===== config.mk =====
export PLATFORM = sky130hd
export DESIGN_NAME = ipv4_header_inserter
export DESIGN_NICKNAME = d
export VERILOG_FILES = /design/src/hdl/ipv4hi_pkg.sv /design/src/hdl/ipv4hi_hdr.sv /design/src/hdl/ipv4_header_inserter.sv
export VERILOG_INCLUDE_DIRS = /design/src /design/src/hdl
export SDC_FILE = /design/constraint.sdc
export NUM_CORES = 1
export LEC_CHECK = 0
export ABC_AREA = 0
export BUFFER_PORTS_ARGS = -buffer_cell sky130_fd_sc_hd__buf_2
export CAP_MARGIN = 20
export CORE_UTILIZATION = 50
export DETAILED_ROUTE_END_ITERATION = 6
export PLACE_DENSITY = 0.71
export SYNTH_ARGS = -nofsm -noshare
export SYNTH_HDL_FRONTEND = slang
export SYNTH_SLANG_ARGS = --single-unit
export TNS_END_PERCENT = 1

===== constraint.sdc =====
create_clock -name clk -period 19.4 [get_ports clk]
set_clock_uncertainty 0.15 [all_clocks]
set_input_delay 1.94 -clock clk [delete_from_list [all_inputs] [get_ports clk]]
set_output_delay 1.94 -clock clk [all_outputs]
set_load 0.05 [all_outputs]

===== src/hdl/ipv4_header_inserter_assert.svh =====
// assertion macros for the ipv4 header inserter
`ifndef IPV4_HEADER_INSERTER_ASSERT_SVH
`define IPV4_HEADER_INSERTER_ASSERT_SVH

`ifndef NO_ASSERTIONS

`define IPV4HI_ASSERT_IMPLIES(label, clk, rst, ante, cons) \
  label: assert property (@(posedge clk) disable iff (rst) (ante) |-> (cons)) \
    else $error("ipv4_header_inserter: implication check failed");

`define IPV4HI_ASSERT_ALWAYS(label, clk, rst, cond) \
  label: assert property (@(posedge clk) disable iff (rst) (cond)) \
    else $error("ipv4_header_inserter: invariant check failed");

`else

`define IPV4HI_ASSERT_IMPLIES(label, clk, rst, ante, cons)

`define IPV4HI_ASSERT_ALWAYS(label, clk, rst, cond)

`endif

`endif


===== src/hdl/ipv4hi_pkg.sv =====
// shared types and constants for the ipv4 header inserter
package ipv4hi_pkg;

  localparam int HDR_BYTES = 20;
  localparam int HDR_IDX_W = 5;

  localparam logic [7:0]  VER_IHL     = 8'h45;
  localparam logic [15:0] FLAGS_DF    = 16'h4000;
  localparam logic [7:0]  TTL_DEFAULT = 8'd64;
  localparam logic [15:0] HDR_LEN     = 16'd20;

  localparam logic [1:0] CFG_SRC_IP      = 2'd0;
  localparam logic [1:0] CFG_SUBNET_MASK = 2'd1;
  localparam logic [1:0] CFG_GATEWAY_MAC = 2'd2;

  typedef logic [HDR_IDX_W-1:0] hdr_idx_t;

  typedef struct packed {
    logic [7:0]  protocol;
    logic [31:0] dest_ip;
    logic [15:0] payload_len;
  } hdr_fields_t;

endpackage


===== src/hdl/ipv4hi_hdr.sv =====
// ipv4 header byte generator with header checksum
module ipv4hi_hdr (
  input  logic [31:0]              src_ip,
  input  ipv4hi_pkg::hdr_fields_t  fields,
  input  ipv4hi_pkg::hdr_idx_t     idx,
  output logic [7:0]               hdr_byte
);
  import ipv4hi_pkg::*;

  logic [15:0] total_len;
  logic [19:0] sum_raw;
  logic [16:0] sum_fold1;
  logic [15:0] sum_fold2;
  logic [15:0] checksum;
  logic [7:0]  hdr [HDR_BYTES];

  assign total_len = fields.payload_len + HDR_LEN;

  assign sum_raw = 20'({VER_IHL, 8'h00}) + 20'(total_len) + 20'(FLAGS_DF)
                 + 20'({TTL_DEFAULT, fields.protocol})
                 + 20'(src_ip[31:16]) + 20'(src_ip[15:0])
                 + 20'(fields.dest_ip[31:16]) + 20'(fields.dest_ip[15:0]);

  assign sum_fold1 = 17'(sum_raw[15:0]) + 17'(sum_raw[19:16]);
  assign sum_fold2 = sum_fold1[15:0] + 16'(sum_fold1[16]);
  assign checksum  = ~sum_fold2;

  always_comb begin
    hdr[0]  = VER_IHL;
    hdr[1]  = 8'h00;
    hdr[2]  = total_len[15:8];
    hdr[3]  = total_len[7:0];
    hdr[4]  = 8'h00;
    hdr[5]  = 8'h00;
    hdr[6]  = FLAGS_DF[15:8];
    hdr[7]  = FLAGS_DF[7:0];
    hdr[8]  = TTL_DEFAULT;
    hdr[9]  = fields.protocol;
    hdr[10] = checksum[15:8];
    hdr[11] = checksum[7:0];
    hdr[12] = src_ip[31:24];
    hdr[13] = src_ip[23:16];
    hdr[14] = src_ip[15:8];
    hdr[15] = src_ip[7:0];
    hdr[16] = fields.dest_ip[31:24];
    hdr[17] = fields.dest_ip[23:16];
    hdr[18] = fields.dest_ip[15:8];
    hdr[19] = fields.dest_ip[7:0];
  end

  always_comb begin
    if (idx < hdr_idx_t'(HDR_BYTES)) begin
      hdr_byte = hdr[idx];
    end else begin
      hdr_byte = 8'h00;
    end
  end

endmodule


===== src/hdl/ipv4_header_inserter.sv =====
// ipv4 header inserter top level
// Payload bytes enter on the s_axis side and leave on the m_axis side, with
// one input register and one output register between them. Bytes that follow
// the first one of a packet pass at one per cycle unless m_axis_tready stalls
// the output. The first byte of an off-subnet packet is sent behind its header:
// the single output register sends the 20 header bytes and then the byte itself
// one per cycle, again unless stalled; the next byte is taken in the cycle its
// predecessor finishes. A same-subnet first byte gives a single error transfer,
// and dropped or stray bytes are absorbed at one per cycle.
module ipv4_header_inserter (
  input  logic        clk,
  input  logic        rst,
  input  logic        cfg_valid,
  output logic        cfg_ready,
  input  logic [1:0]  cfg_index,
  input  logic [47:0] cfg_data,
  input  logic        s_axis_tvalid,
  output logic        s_axis_tready,
  // data_byte[7:0], protocol[15:8], dest_ip[47:16], payload_len[63:48]
  input  logic [63:0] s_axis_tdata,
  input  logic        s_axis_tlast,
  // first_byte
  input  logic        s_axis_tuser,
  output logic        m_axis_tvalid,
  input  logic        m_axis_tready,
  // out_byte[7:0], next hop mac[55:8]
  output logic [55:0] m_axis_tdata,
  output logic        m_axis_tlast,
  // error
  output logic        m_axis_tuser
);
  import ipv4hi_pkg::*;

`include "ipv4_header_inserter_assert.svh"

  logic [31:0] src_ip;
  logic [31:0] subnet_mask;
  logic [47:0] gateway_mac;

  logic        in_valid;
  logic [7:0]  in_byte;
  logic        in_first;
  logic        in_last;
  hdr_fields_t in_fields;

  hdr_idx_t    hdr_idx;
  logic        in_packet;
  logic        dropping;

  logic [7:0]  out_byte;
  logic [47:0] hop_mac;
  logic        out_error;
  logic        out_eor;

  logic        out_load;
  logic        subnet_match;
  logic        emit;
  logic        final_step;
  logic        consume;
  logic [7:0]  hdr_byte;

  ipv4hi_hdr u_hdr (
    .src_ip   (src_ip),
    .fields   (in_fields),
    .idx      (hdr_idx),
    .hdr_byte (hdr_byte)
  );

  assign cfg_ready = 1'b1;

  assign out_load     = !m_axis_tvalid || m_axis_tready;
  assign subnet_match = ((in_fields.dest_ip ^ src_ip) & subnet_mask) == 32'd0;
  assign emit         = in_first || (in_packet && !dropping);
  assign final_step   = !in_first || subnet_match || (hdr_idx == hdr_idx_t'(HDR_BYTES));
  assign consume      = in_valid && (!emit || (out_load && final_step));
  assign s_axis_tready = !in_valid || consume;

  assign m_axis_tdata = {hop_mac, out_byte};
  assign m_axis_tlast = out_eor;
  assign m_axis_tuser = out_error;

  // configuration registers
  always_ff @(posedge clk) begin
    if (rst) begin
      src_ip      <= '0;
      subnet_mask <= '0;
      gateway_mac <= '0;
    end else if (cfg_valid && cfg_ready) begin
      case (cfg_index)
        CFG_SRC_IP:      src_ip      <= cfg_data[31:0];
        CFG_SUBNET_MASK: subnet_mask <= cfg_data[31:0];
        CFG_GATEWAY_MAC: gateway_mac <= cfg_data;
        default: ;
      endcase
    end
  end

  // input register
  always_ff @(posedge clk) begin
    if (rst) begin
      in_valid <= 1'b0;
    end else if (s_axis_tvalid && s_axis_tready) begin
      in_valid <= 1'b1;
    end else if (consume) begin
      in_valid <= 1'b0;
    end
  end

  always_ff @(posedge clk) begin
    if (s_axis_tvalid && s_axis_tready) begin
      in_byte               <= s_axis_tdata[7:0];
      in_fields.protocol    <= s_axis_tdata[15:8];
      in_fields.dest_ip     <= s_axis_tdata[47:16];
      in_fields.payload_len <= s_axis_tdata[63:48];
      in_first              <= s_axis_tuser;
      in_last               <= s_axis_tlast;
    end
  end

  // packet state and header position
  always_ff @(posedge clk) begin
    if (rst) begin
      in_packet <= 1'b0;
      dropping  <= 1'b0;
      hdr_idx   <= '0;
    end else begin
      if (in_valid && emit && out_load && in_first && !subnet_match) begin
        if (hdr_idx == hdr_idx_t'(HDR_BYTES)) begin
          hdr_idx <= '0;
        end else begin
          hdr_idx <= hdr_idx + hdr_idx_t'(1);
        end
      end
      if (consume) begin
        if (in_first) begin
          in_packet <= !in_last;
          dropping  <= subnet_match && !in_last;
        end else if (in_last) begin
          in_packet <= 1'b0;
          dropping  <= 1'b0;
        end
      end
    end
  end

  // output register
  always_ff @(posedge clk) begin
    if (rst) begin
      m_axis_tvalid <= 1'b0;
    end else if (out_load) begin
      m_axis_tvalid <= in_valid && emit;
    end
  end

  always_ff @(posedge clk) begin
    if (out_load && in_valid && emit) begin
      if (in_first && subnet_match) begin
        out_byte  <= 8'h00;
        hop_mac   <= '0;
        out_error <= 1'b1;
        out_eor   <= 1'b1;
      end else if (in_first && (hdr_idx != hdr_idx_t'(HDR_BYTES))) begin
        out_byte  <= hdr_byte;
        hop_mac   <= gateway_mac;
        out_error <= 1'b0;
        out_eor   <= 1'b0;
      end else begin
        out_byte  <= in_byte;
        hop_mac   <= gateway_mac;
        out_error <= 1'b0;
        out_eor   <= in_last;
      end
    end
  end

  `IPV4HI_ASSERT_IMPLIES(a_hdr_idx_needs_first, clk, rst, hdr_idx != '0, in_valid && in_first)
  `IPV4HI_ASSERT_ALWAYS(a_hdr_idx_range, clk, rst, hdr_idx <= hdr_idx_t'(HDR_BYTES))
  `IPV4HI_ASSERT_IMPLIES(a_drop_in_packet, clk, rst, dropping, in_packet)
  `IPV4HI_ASSERT_IMPLIES(a_error_shape, clk, rst, m_axis_tvalid && m_axis_tuser, m_axis_tlast && (m_axis_tdata == '0))

endmodule


# After elaboration in Yosys (flattened, before gate mapping)
# Index checks and enable logic that the tools add are counted.
# totals
register_bits	245
inputBits	121
output_inout_bits	61
wordCells	86
# op_classes
add_sub_neg	11
n_lt_le_gt_ge	2
eq_ne	4
mux	13
bitwise	4
n_reduce_logical	34
# ops
op	count
$add 20x16->20	4
$bmux 8 s5	1
$and 32x32->32	1
$logic_not 32->1	1
$mux 8	4
$xor 32x32->32	1
$add 20x15->20	1
$add 20x15->20 const B	1
$add 15x16->17 const A	1
$add 16x4->17	1
$add 16x1->16	1
$add 16x5->16 const B	1
$not 16->16	1
$logic_and 1x1->1	13
$reduce_and 2->1	4
$logic_not 1->1	7
$mux 1	7
$ge 6x6->1 const B	1
$logic_or 1x1->1	6
$not 5->6	1
$add 5x1->5 const B	1
$eq 5x5->1 const B	1
$lt 5x5->1 const B	1
$mux 5	1
other kinds (5)	6

# Longest topological paths before layout
# Gate-level depths: netlist (run 1).
# logic_depth
depth_word	16
depth_mapped	39

# By module
# A second synthesis (run 1) with hierarchy kept.
# unflattened
hier_cells	1378
hier_area_um2	13541.7
# by_module_without_submodules
mod	n_inst	cells_each	area_per_inst_um2	seq_area_each_um2
ipv4_header_inserter	1	814	8963.6	6145.9
ipv4hi_hdr	1	564	4578.1	0.0

# Least setup slack after synthesis (run 1)
# Ideal clock, no wire load.
# synth_timing
kind	reg-to-reg
startpoint	register in_fields[2] in the netlist's numbering
endpoint	register out_byte[7], data pin
setup_time_ns	0.255
arrival_time_ns	8.078
required_ns	18.995
setup_slack_ns	10.917
stages_incl_launch_ff	38
path_buffers	1
synth_period_minus_slack_ns	8.483
cell_sequence	edfxtp_1 -> ha_1 -> o21ai_0 -> nor2_1 -> xnor2_1 -> inv_1 -> ha_1 -> inv_1 -> xnor2_1 -> fa_1 -> inv_1 -> fa_1 -> inv_1 -> fa_1 -> ha_1 -> clkbuf_1 -> o211ai_1 -> a221oi_1 -> (+2 left out) -> o21ai_0 -> nand2b_1 -> xor2_1 -> ha_1 -> fa_1 -> a21oi_1 -> nor3_1 -> nand4_1 -> nor3_1 -> and3_1 -> ha_1 -> and3_1 -> and3_1 -> nand3_1 -> a211oi_4 -> o21ai_2 -> or4_1 -> a31o_1
# synth_via
elab_chain_len	16
# synth_lines
element	line	source
from (decl)	ipv4_header_inserter.sv:44	hdr_fields_t in_fields;
$add 16x5->16 (*)	ipv4hi_hdr.sv:17	assign total_len = fields.payload_len + HDR_LEN;
$add 15x16->17	ipv4hi_hdr.sv:19	assign sum_raw = 20'({VER_IHL, 8'h00}) + 20'(total_len) + 20'(FLAGS_DF)
$add 20x15->20	ipv4hi_hdr.sv:19	
$add 20x15->20	ipv4hi_hdr.sv:20	+ 20'({TTL_DEFAULT, fields.protocol})
$add 20x16->20 (2 in a row)	ipv4hi_hdr.sv:21	+ 20'(src_ip[31:16]) + 20'(src_ip[15:0])
$add 20x16->20 (2 in a row)	ipv4hi_hdr.sv:22	+ 20'(fields.dest_ip[31:16]) + 20'(fields.dest_ip[15:0]);
$add 16x4->17	ipv4hi_hdr.sv:24	assign sum_fold1 = 17'(sum_raw[15:0]) + 17'(sum_raw[19:16]);
$add 16x1->16	ipv4hi_hdr.sv:25	assign sum_fold2 = sum_fold1[15:0] + 16'(sum_fold1[16]);
$not 16->16	ipv4hi_hdr.sv:26	assign checksum = ~sum_fold2;
$bmux 8 s5 (*)	ipv4hi_hdr.sv:53	hdr_byte = hdr[idx];
$mux 8 (implied by the code) (*) (2 in a row)	ipv4hi_hdr.sv:53	
$mux 8 (*)	ipv4hi_hdr.sv:52	if (idx < hdr_idx_t'(HDR_BYTES)) begin
$mux 8 (*)	ipv4_header_inserter.sv:162	end else if (in_first && (hdr_idx != hdr_idx_t'(HDR_BYTES))) begin
to (signal assigned)	ipv4_header_inserter.sv:163	out_byte <= hdr_byte;
to (signal assigned)	ipv4_header_inserter.sv:168	out_byte <= in_byte;
to (decl)	ipv4_header_inserter.sv:50	logic [7:0] out_byte;
# Mark *: on every way between the ends. The rest lies on a longest branch, timed or not. The select of a mux whose other input is x is not followed.
# A chain may end at the register's enable or synchronous reset.

# Worst setup path after layout (run 1)
# Ends and elaborated chain as after synthesis.

==> qor.yml, run 1 <==
clock_latency_ns: 0.55
crit_fanout: 8
vias: 10300
ctsHoldBuffers: 0
htree_levels: 1
n_antenna_cell: 0
p_leak_nw: 5.97
drt_pre_antenna_iters: 6
cp-start-kind: "flip-flop"
die_w_um: 165
peakVddDrop_v: 0.0000861
dp.cells: 1779
drcViolationCount: 0
synth.most_common_cell: "nand2_1"
hold_class: "reg -> reg"
drive_gt1_frac: 0.182
path_class: "reg -> reg"
io_pins: 182
slowest_stage: "nor3_1"
max_freq_ghz: 0.105
cp_data_arrival_time_ns: 9.67
crit_top_cell: "ha_1"
clk_pin_slew_ns: 0.06
tns_ns: 0
overflow: 0
portBuffers: 180
drt_iter0_drc: 1173
clock_path_buffers: 3
end_kind: "flip-flop"
drv_cap: 0
hold_ws_ns: 0.299
cts_buffers: 26
worst_ep_required_time_ns: 19.55
netlist.area_leader.share: 0.282
fin_nets: 1686
grt_pass1_wl_mm: 53.8
yosysWarnings: 0
grt_pass1_vias: 9494
hold_viol_final: 0
grt_usage: 0.265
rows: 59
grt_setup_unrepaired: "no"
die_h_um: 165
ys_seq_area_frac: 0.465
antenna_found_initial: 0
post-route-min-period_ns: 9.52
synth_flop_cell: "edfxtp_1"
timing.final.crit_share: 0.491
cts_root_buffer: "clkbuf_16"
grt_max_degree: 67
status: "complete, no violations"
synthTopCellsByCount: "nand2_1 (262), a21oi_1 (158), edfxtp_1 (124), dfxtp_1 (121), inv_1 (83)"
synthArstFlopShare: 0
synth_area_um2: 13200
ys_top_cells_by_area: "edfxtp_1 (28%), dfxtp_1 (18%), fa_1 (8.6%)"
synthesis.nets: 1534
wl_per_cell_um: 19.8
worst_pin_slew_ns: 0.868
cts_sinks: 245
cp.buffers_inverters: 3
synth_cell_type_count: 81
post-cts-setup-buffers: 0
synth_top_area_cell: "edfxtp_1"
syn_avg_cell_area_um2: 10.0
ys_ff_latch: 245
synth_edf_count: 124
relSlewSlack: 0.421
ant_nets: 0
cpPeakStageDelay_ns: 0.55
dpl.hpwl_mm: 27.2
cp_top_family: "adder cells"
start_util: 0.509
area_growth_pct: 15.6
wirelength_mm: 36.2
die_area_um2: 27100
cts_tree: "yes"
synth_cells: 1320
setup_viol: 0
routabilityCongestion: 0.937
stdcell_count: 1827
core_um2: 26000
power.density_nw_per_um2: 123
cts-resized-gates: 0
slew_violations: 0
via_per_inst: 5.66
## routing by layer
layer | global-route usage | part of all wire
met2 | 0.392 | 0.44
met1 | 0.381 | 0.43
met4 | 0.0817 | 0.029
met3 | 0.0655 | 0.10
met5 | 0 | 0
## flip-flops by register name (all words and copies together) (netlist names)
name           flops
in_last            1
in_first           1
src_ip            32
in_fields         56
m_axis_tuser       1
hdr_idx            5
in_packet          1
in_valid           1
m_axis_tvalid      1
in_byte            8
subnet_mask       32
dropping           1
hop_mac           48
out_byte           8
m_axis_tlast       1
gateway_mac       48
## area by class of cell
class	count	area [µm²]
fillers	2244	10700
multi-input cells	922	6520
flip-flops and latches	245	6150
repair buffers	191	986
clock buffers	34	732
well taps	335	419
inverters	86	323
clock inverters	14	153
## cell families after synthesis
logic type / Yosys count / share of synthesized area
AOI/OAI and AO/OA: 285 / 0.131
xor gates and xnor gates: 77 / 0.0521
adders and majority gates: 93 / 0.120
buffers and inverters: 153 / 0.0445
DFF: 245 / 0.465
muxes: 17 / 0.0281
other: 1 / 0.000284
and+or+nand+nor: 449 / 0.159
## worst reg2reg max path, delay by kind of cell, from the launching register on
family	cells	cell delay, ns
AO/OA/AOI/OAI	11	2.32
XOR/XNOR	2	0.53
adder cells (fa/ha/maj)	9	3.06
buffers and inverters	3	0.17
flip-flops	1	0.44
AND/OR/NAND/NOR	10	2.61
## where the power goes
part	internal (W)	switching, W	leakage, nW
sequential	0.000570	0.0000222	2.14
combinational	0.000288	0.000492	3.40
clock	0.000295	0.000209	0.425
total	0.00115	0.000723	5.97
## final timing paths
check,from,end,slack (ns),depth (start not counted)
worst min-delay path,gateway_mac[29]$_SDFFE_PP0P_,gateway_mac[29]$_SDFFE_PP0P_,0.30,2
worst max-delay path,in_fields[2]$_DFFE_PP_,out_byte[7]$_SDFFCE_PP0P_,9.88,35
worst max register to register,in_fields[2]$_DFFE_PP_,out_byte[7]$_SDFFCE_PP0P_,9.88,35
worst min register to register,gateway_mac[29]$_SDFFE_PP0P_,gateway_mac[29]$_SDFFE_PP0P_,0.30,2
## cells in the final DEF, fill, tap and decap left out, drive strengths merged, types with 16 or more instances in the layout
cell | netlist | final
buf | 5 | 191
nor2 | 43 | 43
a22oi | 21 | 21
mux4 | 16 | 16
o21ai | 37 | 37
fa | 57 | 57
and2 | 52 | 52
nand2 | 262 | 262
dfxtp | 121 | 121
xor2 | 49 | 49
xnor2 | 27 | 27
a21oi | 158 | 158
ha | 36 | 36
inv | 84 | 87
edfxtp | 124 | 124
clkbuf | 62 | 34
## metrics by stage
stage | util | power (W) | instance area (µm²) | setup WS [ns]
finish | 0.588 | 0.00188 | 15300 | 9.88
global route | 0.588 | 0.00198 | 15300 | 9.20
CTS | 0.588 | 0.00187 | 15300 | 9.93
detailed placement | 0.554 | 0.00137 | 14400 | 9.96
global placement | 0.554 | 0.00136 | 14400 | 10.26
floorplan | - | 0.00118 | 13200 | 10.92
Note: power is estimated with default switching activity, not from simulation.
==> run 2: changes to the inputs <==
- ABC_AREA: 0 -> 1
- clock period: 19.4 -> 9.25 ns (I/O delays scaled with it)
==> qor.yml, run 2 <==
fillers: 2343  # was 2,244
r2r-end: "out_byte[2]$_SDFFCE_PP0P_"  # was out_byte[7]$_SDFFCE_PP0P_
slowest_stage: "fa_1"  # was nor3_1
drv_cap: 0  # unchanged
synth_top_area_cell: "edfxtp_1"  # unchanged
rows: 59  # unchanged
drive_gt1_frac: 0.186  # was 0.182
cp.buffers_inverters: 4  # was 3
hold_end: "in_packet$_SDFFE_PP0P_"  # was gateway_mac[29]$_SDFFE_PP0P_
r2r-start: "in_fields[2]$_DFFE_PP_"  # unchanged
drt_pre_antenna_iters: 7  # was 6
netlist.area_leader.share: 0.276  # was 0.282
slew_violations: 0  # unchanged
placed_area_um2: 14700  # was 14,400 µm²
die_area_um2: 27700  # was 27,100 µm²
n_antenna_cell: 0  # unchanged
relSlewSlack: 0.344  # was 0.421
fin_area_um2: 15800  # was 15,300 µm²
violations: "DRC"
cts_tree: "yes"  # unchanged
synth_cell_type_count: 53  # was 81
cts_buffers: 26  # unchanged
antenna_found_initial: 1  # was 0
ys_seq_area_frac: 0.455  # was 0.465
timing.final.crit_share: 0.927  # was 0.491
area_growth_pct: 16.7  # was 15.6%
path_class: "reg -> reg"  # unchanged
register_area_um2: 6150  # about the same
status: "finished with violations"  # was complete, no violations
crit_top_cell: "nand2_1"  # was ha_1
drcViolationCount: 14  # was 0
core_um2: 26300  # was 26,000 µm²
worst_pin_slew_ns: 0.981  # was 0.868 ns
start_util: 0.514  # was 0.509
grt_pass1_wl_mm: 59.1  # was 53.8 mm
r2r_cells: 48  # was 35
clock_latency_ns: 0.54  # was 0.55 ns
ys_ff_latch: 245  # unchanged
cp-start-kind: "flip-flop"  # unchanged
synth.most_common_cell: "nand2_1"  # unchanged
hold_class: "reg -> reg"  # unchanged
end_kind: "flip-flop"  # unchanged
wl_per_cell_um: 18.0  # was 19.8 µm
worstHoldStart: "in_packet$_SDFFE_PP0P_"  # was gateway_mac[29]$_SDFFE_PP0P_
ant_nets: 0  # unchanged
synth_cells: 1587  # was 1,320
post-route-min-period_ns: 8.58  # was 9.52 ns
synthesis.nets: 1801  # was 1,534
p_seq_frac: 0.294  # was 0.316
grt_pass1_vias: 10900  # was 9,494
die_h_um: 166  # was 165 µm
peakVddDrop_v: 0.000188  # was 0.0000861 V
layout_commonest_cell: "nand2_1"  # unchanged
internal_power_w: 0.00246  # was 0.00115 W
grt_usage: 0.274  # was 0.265
ff2ff_setup_slack_ns: 0.67  # was 9.88 ns
fin_util: 0.600  # was 0.588
synth_area_um2: 13500  # was 13,200 µm²
cp_data_arrival_time_ns: 8.67  # was 9.67 ns
via_per_inst: 5.40  # was 5.66
synth_flop_cell: "edfxtp_1"  # unchanged
max_freq_ghz: 0.117  # was 0.105 GHz
overflow: 0  # unchanged
portBuffers: 180  # unchanged
fin_nets: 1969  # was 1,686
power.density_nw_per_um2: 271  # was 123 nW/µm²
p_leak_nw: 7.33  # was 5.97 nW
cpPeakStageDelay_ns: 0.54  # was 0.55 ns
cp_top_family: "simple AND/OR/NAND/NOR gates"  # was adder cells
htree_levels: 1  # unchanged
yosysWarnings: 0  # unchanged
cts_root_buffer: "clkbuf_16"  # unchanged
power.share.switching: 0.425  # was 0.385
setup_ws_ns: 0.671  # was 9.88 ns
hold_viol_final: 0  # unchanged
p_sw_w: 0.00181  # was 0.000723 W
pwr-share-clk: 0.240  # was 0.269
cts_sinks: 245  # unchanged
routabilityCongestion: 0.963  # was 0.937
top_regs: "in_fields (56), gateway_mac (48), hop_mac (48)"  # unchanged
clk_pin_slew_ns: 0.06  # about the same
ys_top_cells_by_area: "edfxtp_1 (28%), dfxtp_1 (18%), fa_1 (8.5%)"  # was edfxtp_1 (28%), dfxtp_1 (18%), fa_1 (8.6%)
clock_path_buffers: 3  # unchanged
synthTopCellsByCount: "nand2_1 (279), nor2_1 (258), inv_1 (203), o21ai_0 (137), edfxtp_1 (124)"  # was nand2_1 (262), a21oi_1 (158), edfxtp_1 (124), dfxtp_1 (121), inv_1 (83)
dpl.hpwl_mm: 28.2  # was 27.2 mm
synth_edf_count: 124  # unchanged
vias: 11400  # was 10,300
setup_viol: 0  # unchanged
crit_fanout: 5  # was 8
largest_reg_flops: 56  # unchanged
hold_ws_ns: 0.327  # was 0.299 ns
multi_input_area_um2: 6490  # was 6520 µm²
synthArstFlopShare: 0  # unchanged
drt_iter0_drc: 1248  # was 1,173
top_register: "in_fields"  # unchanged
pwr-share-comb: 0.467  # was 0.415
worst_ep_required_time_ns: 9.34  # was 19.55 ns
io_pins: 182  # unchanged
die_w_um: 166  # was 165 µm
syn_avg_cell_area_um2: 8.51  # was 10.0 µm²
wirelength_mm: 38.0  # was 36.2 mm
mostFrequentLayoutCells: "nand2_1 (279), nor2_1 (252), inv_1 (202)"  # was nand2_1 (262), buf_2 (179), a21oi_1 (158)
grt_max_degree: 101  # was 67
post-place-ws_ns: 0.361  # was 9.96 ns
holdPathStages: 2  # unchanged
==> run 2: cell count changes after synthesis, sizes merged, moves of 12 or more <==
cell    delta
nor2     +228
inv      +131
o21ai    +103
a21oi     -92
nand3     +64
and2      -52
nand2     +28
xnor2     -22
a22oi     -19
mux4      -16
clkbuf    -13
or2       +13
and3      -12
==> run 2: cell type report <==
| cell class | count | area share |
|---|---|---|
| multi-input cells | 1067 | 0.412 |
| flip-flops and latches | 245 | 0.390 |
| repair buffers | 198 | 0.0670 |
| inverters | 217 | 0.0517 |
| clock buffers | 41 | 0.0488 |
| well taps | 335 | 0.0266 |
| clock inverters | 7 | 0.00429 |
==> run 2: power by group through the flow <==
stage	registers [W]	clock network [W]	logic, W
floorplan	0.00130	0	0.00138
global placement	0.00127	0	0.00183
detailed placement	0.00128	0	0.00186
CTS	0.00125	0.00104	0.00187
global route	0.00126	0.00108	0.00221
finish	0.00125	0.00102	0.00199
==> run 2: timing repair <==
action / 4_1_cts / 5_1_grt
hold buffers: 0 / 0
setup buffers: 0 / 5
gates resized for setup: 0 / 32
endpoints found under the setup margin: 0 / 8
hold endpoints to repair: 0 / 0
==> run 2: how the worst max path moves through the flow <==
stage | from | to | slack, ns | cells after the start
after floorplan | in_fields[2]$_DFFE_PP_ | out_byte[6]$_SDFFCE_PP0P_ | 1.33 | 54
after global placement | in_fields[2]$_DFFE_PP_ | out_byte[3]$_SDFFCE_PP0P_ | 0.77 | 47
after detailed placement | in_fields[2]$_DFFE_PP_ | out_byte[4]$_SDFFCE_PP0P_ | 0.36 | 56
after CTS | in_fields[2]$_DFFE_PP_ | out_byte[2]$_SDFFCE_PP0P_ | 0.33 | 52
after global routing | in_fields[2]$_DFFE_PP_ | out_byte[6]$_SDFFCE_PP0P_ | -0.07 | 59
final | in_fields[2]$_DFFE_PP_ | out_byte[2]$_SDFFCE_PP0P_ | 0.67 | 48
==> run 2: kinds of logic after synthesis <==
logic type	after synthesis	synth area share
buffers and inverters	275	0.0786
XOR/XNOR	46	0.0312
AND/OR/NAND/NOR	683	0.217
flip-flops	245	0.455
AO/OA/AOI/OAI	241	0.0978
multiplexers	3	0.00232
adder cells (fa/ha/maj)	93	0.118
other	1	0.000278
==> run 2: routing by layer <==
metal,GRT usage,wire length (µm),vias up
met1,0.378,16300,5328
met5,0,19,-
met3,0.0634,3600,79
met4,0.0785,980,2
met2,0.431,17100,548
li1,-,-,5447
==> run 2: worst min-delay path, delay by kind of cell (launching register included) <==
kind | cells | cell delay [ns]
AOI/OAI and AO/OA | 1 | 0.06
DFF | 1 | 0.31
and+or+nand+nor | 1 | 0.06
==> run 2: metrics by stage <==
| step | setup TNS [ns] | instances | power, W |
|---|---|---|---|
| floorplan | 0 | 1587 | 0.00268 |
| global placement | 0 | 2056 | 0.00311 |
| detailed placement | 0 | 2056 | 0.00314 |
| CTS | 0 | 2104 | 0.00417 |
| global route | -0.0705 | 2110 | 0.00455 |
| finish | 0 | 2110 | 0.00427 |
